File: config.mk
export PLATFORM = sky130hd
export DESIGN_NAME = rau_ctrl
export DESIGN_NICKNAME = d
export VERILOG_FILES = /design/src/sv/rau_pkg.sv /design/src/sv/rau_ctrl.sv
export VERILOG_INCLUDE_DIRS = /design/src /design/src/sv
export SDC_FILE = /design/constraint.sdc
export NUM_CORES = 1
export LEC_CHECK = 0
export BUFFER_PORTS_ARGS = -buffer_cell sky130_fd_sc_hd__buf_4
export CAP_MARGIN = 10
export CORE_UTILIZATION = 40
export CTS_BUF_LIST = sky130_fd_sc_hd__clkbuf_16
export CTS_CLUSTER_DIAMETER = 40
export DETAILED_ROUTE_END_ITERATION = 8
export SYNTH_ARGS = -nofsm -noshare
export SYNTH_HDL_FRONTEND = slang
export SYNTH_SLANG_ARGS = --single-unit
File: constraint.sdc
create_clock -name clk -period 2.53 [get_ports clk]
set_clock_uncertainty 0.05 [all_clocks]
set_input_delay 0.506 -clock clk [delete_from_list [all_inputs] [get_ports clk]]
set_output_delay 0.506 -clock clk [all_outputs]
set_load 0.1 [all_outputs]
File: src/sv/rational_arithmetic_unit_assert.svh
// ---------------------------------------------------------------------------
// Assertion macros for the rational arithmetic unit.
// Shared property shorthands used by the controller.
// ---------------------------------------------------------------------------
`ifndef RATIONAL_ARITHMETIC_UNIT_ASSERT_SVH
`define RATIONAL_ARITHMETIC_UNIT_ASSERT_SVH

// An implication that must hold at every clock edge outside reset.
`define RAU_ASSERT_IMP(label, ante, cons) \
  label: assert property (@(posedge clk) disable iff (rst) (ante) |-> (cons)) \
    else $error("assertion failed");

// An implication whose consequent is checked in the cycle after the antecedent.
`define RAU_ASSERT_NEXT(label, ante, cons) \
  label: assert property (@(posedge clk) disable iff (rst) (ante) |=> (cons)) \
    else $error("assertion failed");

`endif

File: src/sv/rau_pkg.sv
// ---------------------------------------------------------------------------
// Rational arithmetic unit package
// Operation codes, error codes, widths and controller/datapath bundles.
// ---------------------------------------------------------------------------
package rau_pkg;

  localparam int WordBits = 32;
  localparam int CntBits = $clog2(WordBits + 1);

  typedef logic [WordBits-1:0] word_t;

  typedef enum logic [2:0] {
    FUNC_ADD = 3'd0,
    FUNC_SUB = 3'd1,
    FUNC_MUL = 3'd2,
    FUNC_DIV = 3'd3,
    FUNC_LT  = 3'd4,
    FUNC_GT  = 3'd5,
    FUNC_EQ  = 3'd6,
    FUNC_IPR = 3'd7
  } func_t;

  typedef enum logic [1:0] {
    ERR_OK      = 2'd0,
    ERR_OPERAND = 2'd1,
    ERR_RESULT  = 2'd2
  } err_t;

  typedef struct packed {
    logic load;
    logic gcd_step;
    logic div_init;
    logic div_step;
    logic mul1;
    logic mul2;
    logic finish;
  } dp_cmd_t;

  typedef struct packed {
    logic operand_zero;
    logic needs_lcm;
    logic gcd_done;
    logic div_done;
  } dp_status_t;

endpackage

File: src/sv/rau_ctrl.sv
// ---------------------------------------------------------------------------
// Rational arithmetic controller
// Sequences gcd iterations, factor divisions, multiplies and the output hold.
// ---------------------------------------------------------------------------
`include "rational_arithmetic_unit_assert.svh"

module rau_ctrl (
  input  logic                clk,
  input  logic                rst,
  input  logic                in_valid,
  output logic                in_ready,
  output logic                out_valid,
  input  logic                out_ready,
  output rau_pkg::dp_cmd_t    cmd,
  input  rau_pkg::dp_status_t status
);

  typedef enum logic [8:0] {
    S_IDLE  = 9'b000000001,
    S_CHECK = 9'b000000010,
    S_GCD   = 9'b000000100,
    S_GDIV  = 9'b000001000,
    S_KINIT = 9'b000010000,
    S_KDIV  = 9'b000100000,
    S_MUL   = 9'b001000000,
    S_FIN   = 9'b010000000,
    S_OUT   = 9'b100000000
  } state_t;

  state_t state, state_next;
  logic second_k, second_k_next;

  assign in_ready = (state == S_IDLE) || (state == S_OUT && out_ready);
  assign out_valid = (state == S_OUT);

  always_comb begin
    state_next = state;
    second_k_next = second_k;
    cmd = '0;
    case (state)
      S_IDLE: begin
        if (in_valid) begin
          cmd.load = 1'b1;
          state_next = S_CHECK;
        end
      end
      S_CHECK: begin
        if (status.operand_zero) begin
          state_next = S_FIN;
        end else if (status.needs_lcm) begin
          state_next = S_GCD;
        end else begin
          cmd.mul2 = 1'b1;
          state_next = S_FIN;
        end
      end
      S_GCD: begin
        if (status.gcd_done) begin
          cmd.div_init = 1'b1;
          second_k_next = 1'b0;
          state_next = S_KDIV;
        end else begin
          cmd.gcd_step = 1'b1;
          state_next = S_GDIV;
        end
      end
      S_GDIV: begin
        cmd.div_step = 1'b1;
        if (status.div_done) begin
          state_next = S_GCD;
        end
      end
      S_KINIT: begin
        cmd.div_init = 1'b1;
        second_k_next = 1'b1;
        state_next = S_KDIV;
      end
      S_KDIV: begin
        cmd.div_step = 1'b1;
        if (status.div_done) begin
          state_next = second_k ? S_MUL : S_KINIT;
        end
      end
      S_MUL: begin
        cmd.mul1 = 1'b1;
        state_next = S_FIN;
      end
      S_FIN: begin
        cmd.finish = 1'b1;
        state_next = S_OUT;
      end
      S_OUT: begin
        if (out_ready) begin
          if (in_valid) begin
            cmd.load = 1'b1;
            state_next = S_CHECK;
          end else begin
            state_next = S_IDLE;
          end
        end
      end
      default: state_next = S_IDLE;
    endcase
  end

  always_ff @(posedge clk) begin
    if (rst) begin
      state <= S_IDLE;
      second_k <= 1'b0;
    end else begin
      state <= state_next;
      second_k <= second_k_next;
    end
  end

  `RAU_ASSERT_IMP(a_onehot, 1'b1, $onehot(state))
  `RAU_ASSERT_NEXT(a_fin_out, cmd.finish, out_valid)
  `RAU_ASSERT_IMP(a_load_ready, cmd.load, in_ready && in_valid)
  `RAU_ASSERT_IMP(a_no_load_busy, out_valid && !out_ready, !cmd.load)

endmodule

# Word-level counts from Yosys, hierarchy flattened
# Index checks and enable logic that the tools add are counted.
# word_totals
reg_bits	10
wordCells	47
input_bits	8
# op_classes
n_reduce_logical	6
mux	25
eq_ne	14
# op_table
operator	n
case mux 9 bit (9 select lines)	1
2-to-1 mux 9 bit	5
2-to-1 mux 1 bit	12
== test 9 x 1 -> 1 bit, second input constant	1
== test 9 x 2 -> 1 bit, second input constant	1
== test 9 x 3 -> 1 bit, second input constant	1
== test 9 x 4 -> 1 bit, second input constant	1
== test 9 x 5 -> 1 bit, second input constant	1
== test 9 x 6 -> 1 bit, second input constant	1
== test 9 x 7 -> 1 bit, second input constant	1
== test 9 x 8 -> 1 bit, second input constant	1
== test 9 bit, second input constant	1
2-to-1 mux 8 bit	1
!= test 2 bit, second input constant	4
2-to-1 mux 7 bit	1
2-to-1 mux 6 bit	1
case mux 1 bit (2 select lines)	3
AND reduction 4 bit	1
2-to-1 mux 2 bit	1
!= test 2 x 1 -> 1 bit, second input constant	1
AND reduction 2 bit	1
nonzero test 2 bit	1
OR reduction 2 bit	1
logical AND 1 bit	1
logical OR 1 bit	1

# Logic depth before layout (Yosys ltp)
# logic_depth
word_depth	3
ltp_mapped	6

# Worst setup path before layout
# OpenSTA, ideal clock, no wires.
# synth_timing
path_kind	register to output
startpoint	reg state[3]
endpoint	out cmd[2] (netlist name)
n_path_buf	1
arrival_ns	3.635
setup_slack_ns	-1.661
stages_incl_launch_ff	5
cell_sequence	dfxtp_1 clkbuf_4 nor2_1 nand2_1 nor4_1
# synth_rtl
item	line_no	source
start: declaration	rau_ctrl.sv:30	state_t state, state_next;
start signal: assignment	rau_ctrl.sv:111	state <= state_next;
end: declaration	rau_ctrl.sv:14	output rau_pkg::dp_cmd_t cmd,

==> results.ini <==
[outcome]
status = finished with violations
violations = DRC

[final_layout]
n_fill_cell = 144
final_nets = 122
diodes = 0
multi_input_area_sq_um = 484
final_area_sq_mm = 0.00100
ff_latch_area_sq_um = 200
syn_to_final_growth_pct = 42.0
drive_above_1_share = 0.354

[critical_path]
r2r_setup_slack_ps = 280
critPathLaunchType = register
arrival_ps = 1910
crit_fanout = 3
cp-startpoint = state[6]
crit_type = reg -> out
endpoint_kind = primary output
r2r_start = state[6]
cp.required_ps = 1970

[placed_design]
dp_hpwl_microns = 1410
dpl_cell_area_sq_um = 903
io_buffers = 16
gp_congestion = 0.871

[floorplanning]
rows = 14
die_width_microns = 44
chipHeight_microns = 44
design.die.area_sq_mm = 0.00194
core-area_sq_mm = 0.00158
io_pins = 17
initial_core_util = 0.448

[global_route]
grt_most_used_layer = met2
grt_pass1_wl_microns = 3060
met3_usage = 0.0750
grt_usage = 0.227
use_met2 = 0.332
grt_use_met1 = 0.288
grt-ovfl-total = 0
grt_start_max_net_pins = 10
antenna_found_initial = 0
grt_pass1_vias = 705

[sta]
hold_viol_final = 0
fmax_mhz = 405
drv_slew = 0
max_slew_margin = 0.664
min_period_ps = 2470
rsz0062_at_grt = no
finalSetupTns_ps = 0
worst_pin_slew_ps = 500
hold-worst-slack_ps = 399
setup_viol = 0
fin_crit_sh = 0.976

[hold_path]
min_path_type = reg -> reg
min_from = second_k

[drt]
routedWlPerCell_microns = 14.1
wl_microns = 1820
ant_nets = 0
first_pass_iters = 7
post-route-drc-count = 2
vias = 765
drtIter0Drc = 39
via_per_inst = 5.93

[clocking]
cts_tree = yes
htree_levels = 1
cts.clk_slew.worst_paths_ps = 40
numCtsBuffers = 3
cts_buffer_depth = 2
cts_num_sinks = 10
clock_latency_ps = 240
clockRootBuffer = clkbuf_16

[logic_synthesis]
synthTopCellsByArea = dfxtp_1 (28%), nor2_1 (5.3%), inv_1 (4.3%), clkbuf_8 (3.9%), nand2_1 (3.7%)
ys_ff_latch = 10
synth_common_cells = dfxtp_1 (10), nor2_1 (10), inv_1 (8)
yosys_warnings = 0
syn_area_sq_um = 706
syn_area_per_cell_sq_um = 7.84
async_flop_share = 0
synthFlopType = dfxtp_1
synthDistinctLibCells = 34
synth_enable_flop_cells = 0
yosysTopAreaCell = dfxtp_1
synthCells = 90
syn-num-nets = 98
synth_top_area_share = 0.284
synth-seq-area-share = 0.284

[power]
combPwrFrac = 0.277
p_clk_frac = 0.452
seq_power_share = 0.271
swShare = 0.306
power.switching_uw = 188
p_per_area_mw_per_mm2 = 615
power_uw = 617
ir_drop_mv = 0.618
p_int_uw = 428
leakage_nw = 0.409

[job]
maxCapViolations = 0

-- power groups by stage --
stage / combinational (mW) / clock, mW / sequential, mW
finish: 0.171 / 0.279 / 0.167
global route: 0.183 / 0.294 / 0.168
CTS: 0.170 / 0.289 / 0.167
detailed placement: 0.170 / 0 / 0.170
global placement: 0.172 / 0 / 0.169
floorplan: 0.132 / 0 / 0.168
-- area by class of cell --
type / count / area share
flip-flops and latches: 10 / 0.200
repair buffers: 23 / 0.185
clock buffers: 3 / 0.0749
well taps: 16 / 0.0200
clock inverters: 1 / 0.00375
multi-input cells: 68 / 0.483
inverters: 8 / 0.0337
-- timing repair --
action,4_1_cts,5_1_grt
setup buffers,1,0
cloned,0,0
endpoints found under the hold margin,0,0
hold buffers,0,0
setup endpoints to repair,1,1
pin swaps,2,1
resized for setup,3,0
-- cell usage in the layout, fill, tap and decap left out, drive strengths merged, types with 3 or more instances in the layout --
master,Yosys,final
buf,1,23
dfxtp,10,10
nor2,10,10
inv,8,7
nand2,7,7
o21ai,6,6
nor3,5,5
a21oi,4,4
nand4b,3,3
o21a,3,3
clkbuf,3,3
nor4,3,3
-- routing by layer --
| layer | vias up | part of all wire | wire, microns |
|---|---|---|---|
| met1 | 345 | 0.43 | 780 |
| met4 | 0 | 0.023 | 42 |
| met5 | - | 0 | 0 |
| li1 | 378 | - | - |
| met3 | 6 | 0.10 | 181 |
| met2 | 36 | 0.45 | 815 |
-- worst paths after layout --
path / depth (start not counted) / end
max: 4 / cmd[3]
min: 1 / state[4]
max reg2reg: 6 / state[0]
min reg2reg: 1 / state[4]
-- critical path, stage by stage, from the launching register on --
cell and delay [ps]:
dfxtp_1 310, or4_4 570, or4_4 530, clkinvlp_4 110, buf_12 170
-- kinds of logic after synthesis --
logic type / Yosys count / share of synthesized area
simple gates: 44 / 0.362
compound gates: 21 / 0.209
buf+inv: 12 / 0.108
flops: 10 / 0.284
xor+xnor: 3 / 0.0372
-- state kept, by name (all words and copies together) (netlist names) --
name      flops
second_k      1
state         9
-- through the flow --
stage                util  worst slack [ps]  instances
floorplan               -              76.6         90
global placement    0.573               190        124
detailed placement  0.573               166        124
CTS                 0.636              41.5        129
global route        0.636              3.21        129
finish              0.636              61.4        129
Power figures use the tool's default switching activity.
